$ cat src/rtl/particle_pool_update_macros.svh
// Assertion macros shared by the particle pool RTL.
`ifndef PARTICLE_POOL_UPDATE_MACROS_SVH
`define PARTICLE_POOL_UPDATE_MACROS_SVH

// Consequent must hold in the same cycle as the antecedent.
`define PPU_ASSERT_NOW(label, ante, cons, msg) \
    label: assert property (@(posedge aclk) disable iff (!aresetn) (ante) |-> (cons)) \
        else $error(msg);

// Consequent must hold in the cycle after the antecedent.
`define PPU_ASSERT_NEXT(label, ante, cons, msg) \
    label: assert property (@(posedge aclk) disable iff (!aresetn) (ante) |=> (cons)) \
        else $error(msg);

`endif

$ cat src/rtl/ppu_pkg.sv
// Types and constants shared by the particle pool controller, datapath and top level.
`default_nettype none

package ppu_pkg;

    localparam int FRAC      = 16;
    localparam int POS_W     = 32;
    localparam int AGE_W     = 24;
    localparam int DT_W      = 16;
    localparam int SIZE_W    = 16;
    localparam int COL_W     = 32;
    localparam int SPIN_W    = 16;
    localparam int CNT_W     = 7;
    localparam int FAC_W     = 17;
    localparam int MA_W      = 33;
    localparam int MB_W      = 18;
    localparam int PROD_W    = MA_W + MB_W;
    localparam int ADDR_W    = 5;
    localparam int DATA_W    = 32;
    localparam int DIV_STEPS = 2;
    localparam int DIV_CYC   = FRAC / DIV_STEPS;
    localparam int DIV_CNT_W = 4;

    localparam logic MODE_SPAWN = 1'b0;
    localparam logic MODE_TICK  = 1'b1;

    localparam logic [2:0] REG_GRAVITY     = 3'd0;
    localparam logic [2:0] REG_DRAG        = 3'd1;
    localparam logic [2:0] REG_SIZE_START  = 3'd2;
    localparam logic [2:0] REG_SIZE_END    = 3'd3;
    localparam logic [2:0] REG_COLOR_START = 3'd4;
    localparam logic [2:0] REG_COLOR_END   = 3'd5;

    localparam logic [31:0] RST_GRAVITY     = 32'h0000_0000;
    localparam logic [23:0] RST_DRAG        = 24'h00_0000;
    localparam logic [15:0] RST_SIZE_START  = 16'h0100;
    localparam logic [15:0] RST_SIZE_END    = 16'h0000;
    localparam logic [31:0] RST_COLOR_START = 32'hFFFF_FFFF;
    localparam logic [31:0] RST_COLOR_END   = 32'h0000_0000;

    typedef enum logic [3:0] {
        OP_NONE,
        OP_GRAV,
        OP_DRAG,
        OP_VX,
        OP_VY,
        OP_VZ,
        OP_PX,
        OP_PY,
        OP_PZ,
        OP_SIZE,
        OP_C0,
        OP_C1,
        OP_C2,
        OP_C3
    } op_t;

    typedef struct packed {
        logic spawn;
        logic tick_start;
        logic slot_clear;
        logic age_step;
        logic slot_next;
        logic emit;
        logic finish;
        op_t  mul_op;
    } ppu_cmd_t;

    typedef struct packed {
        logic slot_alive;
        logic slot_last;
        logic dies;
        logic div_done;
        logic can_emit;
        logic out_free;
    } ppu_stat_t;

    typedef struct packed {
        logic [POS_W-1:0]  gravity_y;
        logic [AGE_W-1:0]  drag_rate;
        logic [SIZE_W-1:0] size_start;
        logic [SIZE_W-1:0] size_end;
        logic [COL_W-1:0]  color_start;
        logic [COL_W-1:0]  color_end;
    } ppu_cfg_t;

    typedef struct packed {
        logic [POS_W-1:0]  px;
        logic [POS_W-1:0]  py;
        logic [POS_W-1:0]  pz;
        logic [POS_W-1:0]  vx;
        logic [POS_W-1:0]  vy;
        logic [POS_W-1:0]  vz;
        logic [AGE_W-1:0]  age;
        logic [AGE_W-1:0]  life;
        logic [SPIN_W-1:0] spin;
    } ppu_entry_t;

endpackage

`default_nettype wire

$ cat src/rtl/ppu_ctrl.sv
// Controller state machine that sequences spawns and the per-slot tick walk.
`default_nettype none
`include "particle_pool_update_macros.svh"

module ppu_ctrl
    import ppu_pkg::*;
(
    input  wire logic      aclk,
    input  wire logic      aresetn,
    input  wire logic      s_valid,
    input  wire logic      s_mode,
    output logic           s_ready,
    input  wire ppu_stat_t stat,
    output ppu_cmd_t       cmd
);

    typedef enum logic [3:0] {
        ST_IDLE,
        ST_PREP,
        ST_SCAN,
        ST_AGE,
        ST_MOTION,
        ST_DIVWAIT,
        ST_MIX,
        ST_EMIT,
        ST_FINISH
    } state_t;

    localparam logic [2:0] PREP_LAST   = 3'd2;
    localparam logic [2:0] MOTION_LAST = 3'd5;
    localparam logic [2:0] MIX_LAST    = 3'd5;

    state_t     state_reg, state_next;
    logic [2:0] step_reg, step_next;

    always_comb begin
        cmd        = '0;
        cmd.mul_op = OP_NONE;
        state_next = state_reg;
        step_next  = step_reg;
        s_ready    = (state_reg == ST_IDLE);
        case (state_reg)
            ST_IDLE: begin
                if (s_valid) begin
                    if (s_mode == MODE_TICK) begin
                        cmd.tick_start = 1'b1;
                        cmd.slot_clear = 1'b1;
                        state_next     = ST_PREP;
                        step_next      = '0;
                    end else begin
                        cmd.spawn = 1'b1;
                    end
                end
            end
            ST_PREP: begin
                case (step_reg)
                    3'd0:    cmd.mul_op = OP_GRAV;
                    3'd1:    cmd.mul_op = OP_DRAG;
                    default: cmd.mul_op = OP_NONE;
                endcase
                if (step_reg == PREP_LAST) begin
                    state_next = ST_SCAN;
                end else begin
                    step_next = step_reg + 3'd1;
                end
            end
            ST_SCAN: begin
                if (stat.slot_alive) begin
                    state_next = ST_AGE;
                end else if (stat.slot_last) begin
                    state_next = ST_FINISH;
                end else begin
                    cmd.slot_next = 1'b1;
                end
            end
            ST_AGE: begin
                cmd.age_step = 1'b1;
                if (stat.dies) begin
                    if (stat.slot_last) begin
                        state_next = ST_FINISH;
                    end else begin
                        cmd.slot_next = 1'b1;
                        state_next    = ST_SCAN;
                    end
                end else begin
                    state_next = ST_MOTION;
                    step_next  = '0;
                end
            end
            ST_MOTION: begin
                // Velocity products first, so that each position product sees the
                // damped velocity.
                case (step_reg)
                    3'd0:    cmd.mul_op = OP_VX;
                    3'd1:    cmd.mul_op = OP_VY;
                    3'd2:    cmd.mul_op = OP_VZ;
                    3'd3:    cmd.mul_op = OP_PX;
                    3'd4:    cmd.mul_op = OP_PY;
                    default: cmd.mul_op = OP_PZ;
                endcase
                if (step_reg == MOTION_LAST) begin
                    state_next = ST_DIVWAIT;
                end else begin
                    step_next = step_reg + 3'd1;
                end
            end
            ST_DIVWAIT: begin
                if (stat.div_done) begin
                    state_next = ST_MIX;
                    step_next  = '0;
                end
            end
            ST_MIX: begin
                case (step_reg)
                    3'd0:    cmd.mul_op = OP_SIZE;
                    3'd1:    cmd.mul_op = OP_C3;
                    3'd2:    cmd.mul_op = OP_C2;
                    3'd3:    cmd.mul_op = OP_C1;
                    3'd4:    cmd.mul_op = OP_C0;
                    default: cmd.mul_op = OP_NONE;
                endcase
                if (step_reg == MIX_LAST) begin
                    state_next = ST_EMIT;
                end else begin
                    step_next = step_reg + 3'd1;
                end
            end
            ST_EMIT: begin
                if (stat.can_emit) begin
                    cmd.emit = 1'b1;
                    if (stat.slot_last) begin
                        state_next = ST_FINISH;
                    end else begin
                        cmd.slot_next = 1'b1;
                        state_next    = ST_SCAN;
                    end
                end
            end
            ST_FINISH: begin
                if (stat.out_free) begin
                    cmd.finish = 1'b1;
                    state_next = ST_IDLE;
                end
            end
            default: begin
                state_next = ST_IDLE;
            end
        endcase
    end

    always_ff @(posedge aclk) begin
        if (!aresetn) begin
            state_reg <= ST_IDLE;
            step_reg  <= '0;
        end else begin
            state_reg <= state_next;
            step_reg  <= step_next;
        end
    end

    `PPU_ASSERT_NOW(a_emit_room, cmd.emit, stat.can_emit, "survivor pushed with no room")
    `PPU_ASSERT_NOW(a_mix_after_div, cmd.mul_op == OP_SIZE, stat.div_done, "lerp before quotient")
    `PPU_ASSERT_NEXT(a_finish_idle, cmd.finish, s_ready, "not idle after closing transfer")

endmodule

`default_nettype wire

$ cat config.mk
export PLATFORM = sky130hd
export DESIGN_NAME = ppu_ctrl
export DESIGN_NICKNAME = d
export VERILOG_FILES = /design/src/rtl/ppu_pkg.sv /design/src/rtl/ppu_ctrl.sv
export VERILOG_INCLUDE_DIRS = /design/src /design/src/rtl
export SDC_FILE = /design/constraint.sdc
export NUM_CORES = 1
export LEC_CHECK = 0
export ABC_AREA = 1
export BUFFER_PORTS_ARGS = -buffer_cell sky130_fd_sc_hd__buf_4
export CAP_MARGIN = 15
export CORE_ASPECT_RATIO = 0.9
export CORE_UTILIZATION = 25
export DETAILED_ROUTE_END_ITERATION = 16
export SLEW_MARGIN = 20
export SYNTH_ARGS = -nofsm -noshare
export SYNTH_HDL_FRONTEND = slang
export SYNTH_SLANG_ARGS = --single-unit
$ cat constraint.sdc
create_clock -name aclk -period 1.3 [get_ports aclk]
set_input_delay 0.065 -clock aclk [delete_from_list [all_inputs] [get_ports aclk]]
set_output_delay 0.065 -clock aclk [all_outputs]
set_load 0.01 [all_outputs]
==> impl_results.md <==
- I/O Pins: 22
- Yosys cell types: 21
- Met3 wire length: 74 um
- Port bufs: 21
- Switching pwr: 1560 uW
- CP arrival: 1.48 ns
- Worst R2R Path Depth: 11
- Pwr per Cell Area: 2040 nW/um^2
- Antenna cells: 0
- Status: finished with violations
- Clk pwr share: 0.093
- Initial DRC Count: 44
- Hold Slack: 0.108 ns
- GP Congestion: 0.809
- Final Skew: 0.00369 ns
- Post-Synthesis Net Count: 171
- CP startpoint kind: register
- Final WS setup: -0.248 ns
- Comb pwr share: 0.764
- Crit Path Category: reg2out
- TritonCTS buffer count: 3
- Die Y: 58.4 um
- Clk_lat worst skew: 0.22 ns
- Fin cells: 252
- Met2 routed WL: 1370 um
- Share of post-route cells with drive strength above 1: 0.548
- Failing checks: negative setup slack
- VDD IR max: 0.000516 V
- Ys async rst share: 0
- Internal: 1650 uW
- Site Rows: 20
- Routed WL: 2690 um
- CTS tree: done
- Maxcap violations: 0
- Clk buf depth: 2
- Most common cell in the netlist: nand2_1
- Synth top area share: 0.204
- Switching Fraction: 0.487
- Slew margin rel.: 0.861
- Placed cell area: 1230 sq um
- Min-delay worst type: in2reg
- Clk sink count: 7
- Root buffer selected by CTS: clkbuf_8
- GRT Util Overall: 0.154
- Post-synthesis sequential area ratio: 0.159
- Vias per cell: 4.43
- RSZ-0062 raised after global routing: true
- Min Tclk post-route: 1.55 ns
- Cell area after layout: 1570 sq um
- Area growth syn-to-layout: 78.0%
- Initial antenna violation count: 0
- Worst Setup End Kind: primary output
- Synth area leaders: nand2_1 20%, dfxtp_1 16%, inv_1 9.4%, nor2_1 9.4%, nand3_1 7.9%
- Worst hold path depth: 3
- Crit Path Max Fanout: 4
- Drt pass-1 iters: 4
- Remaining antenna violation count: 0
- Synth Instances: 157
- DR top layer: met4
- Syn Area/Cell: 5.62 sq um
- Vias: 1,116
- Global-route wire length before repair: 4480 um
- M1 WL: 1200 um
- DR DRC count: 0
- Nets: 223
- Pleak: 0.000813 uW
- Seq pwr share: 0.143
- Post-synth top cells: 48 x nand2_1, 22 x inv_1, 22 x nor2_1
- H-Tree Depth: 1
- Total Power: 3210 uW
- Main synth FF type: dfxtp_1
- Cell area after synthesis: 882 sq um
- Core Footprint: 3380 sq um
- Gr ovfl total: 0
- Starting Density: 0.261
- Most area-hungry cell type in the Yosys netlist: nand2_1
- Final Setup Violations: 14
- CP required: 1.24 ns
- Die extent in x: 64.6 um
- Routed length per placed instance: 10.7 um
- Reg clk slew, reported paths: 0.04 ns
- Fill cells: 361
- Largest net degree at the start of global routing: 8
- Post-synth EDFFs: 0
- Final hold viol count: 0
- Max-slew violations: 0
- Max Clk Rate: 646 MHz
- Vias in the first global route: 1,040
- Cells after DPL: 238
- Hpwl dp: 1930 um
- Die area: 3770 sq um
- Period utilisation layout: 1.19
- #FFs+latches synth: 7
- Syn. warnings: 0
- Worst Tran Pin Value: 0.206 ns
- Max reg flops: 4
- Post-CTS Hold Buffers: 0
repair_timing:
item                       CTS  global route
setup endpoints to repair   19            15
pin swaps                   20             6
resized for setup           63             7
setup buffers                7             3
worst max-delay path, stage by stage, from the launching register on:
cell and delay [ns]:
dfxtp_4 0.38, inv_4 0.06, ha_4 0.16, o21ai_4 0.14
nand2_1 0.08, inv_2 0.07, nand2_4 0.06, o31ai_4 0.17
buf_6 0.13
worst paths after layout:
path	from	end	slack [ns]
max	step_reg[1]$_SDFFE_PN0P_	cmd[3]	-0.25
min	aresetn	step_reg[0]$_SDFFE_PN0P_	0.11
max reg2reg	step_reg[1]$_SDFFE_PN0P_	step_reg[1]$_SDFFE_PN0P_	-0.13
min reg2reg	state_reg[2]$_SDFFE_PN0P_	state_reg[2]$_SDFFE_PN0P_	0.53
cell type report:
| cell class | count | area (sq um) | area share |
|---|---|---|---|
| Multi-Input combinational cell | 123 | 818 | 0.521 |
| Timing Repair Buffer | 49 | 390 | 0.249 |
| Sequential cell | 7 | 163 | 0.104 |
| Inverter | 25 | 98.8 | 0.0629 |
| Tap cell | 44 | 55.1 | 0.0351 |
| Clock buffer | 4 | 45.0 | 0.0287 |
per-layer routing:
metal	global-route usage	vias to the layer above
li1	-	592
met1	0.188	496
met2	0.266	22
met3	0.0233	6
met4	0.0730	0
met5	0	-
stage by stage:
| step | worst slack [ns] | TNS (ns) | util |
|---|---|---|---|
| floorplan | 0.00198 | 0 | - |
| global route | -0.309 | -2.97 | 0.465 |
| finish | -0.248 | -1.70 | 0.465 |
| global placement | -0.167 | -0.982 | 0.363 |
| CTS | -0.256 | -1.59 | 0.451 |
| detailed placement | -0.217 | -1.21 | 0.363 |
power groups by stage:
stage	Clock, uW	Sequential [uW]	Combinational, uW
after floorplan	0	378	1280
after global placement	0	379	1890
after detailed placement	0	383	1890
after CTS	316	449	2370
after global routing	330	475	2700
final	299	458	2450
cell families after synthesis:
kind of cell | share of synthesized area
flops | 0.159
buf+inv | 0.128
simple gates | 0.566
fa+ha+maj | 0.0567
compound gates | 0.0908
placed cells by master (no fill, tap or decap), types with 2 or more instances in the layout:
cell type	instances
nor2_4	8
buf_6	6
o21ai_2	2
nand3_2	5
inv_1	13
o21ai_0	2
ha_4	4
inv_4	2
dfxtp_4	6
nand2_1	39
buf_4	43
nor2_1	16
nand2_2	9
nand3b_1	3
a21oi_1	3
nor2_2	8
nand3_1	11
nand2_4	4
clkbuf_8	3
o21ai_1	2
inv_2	10
Note: power is estimated with default switching activity, not from simulation.
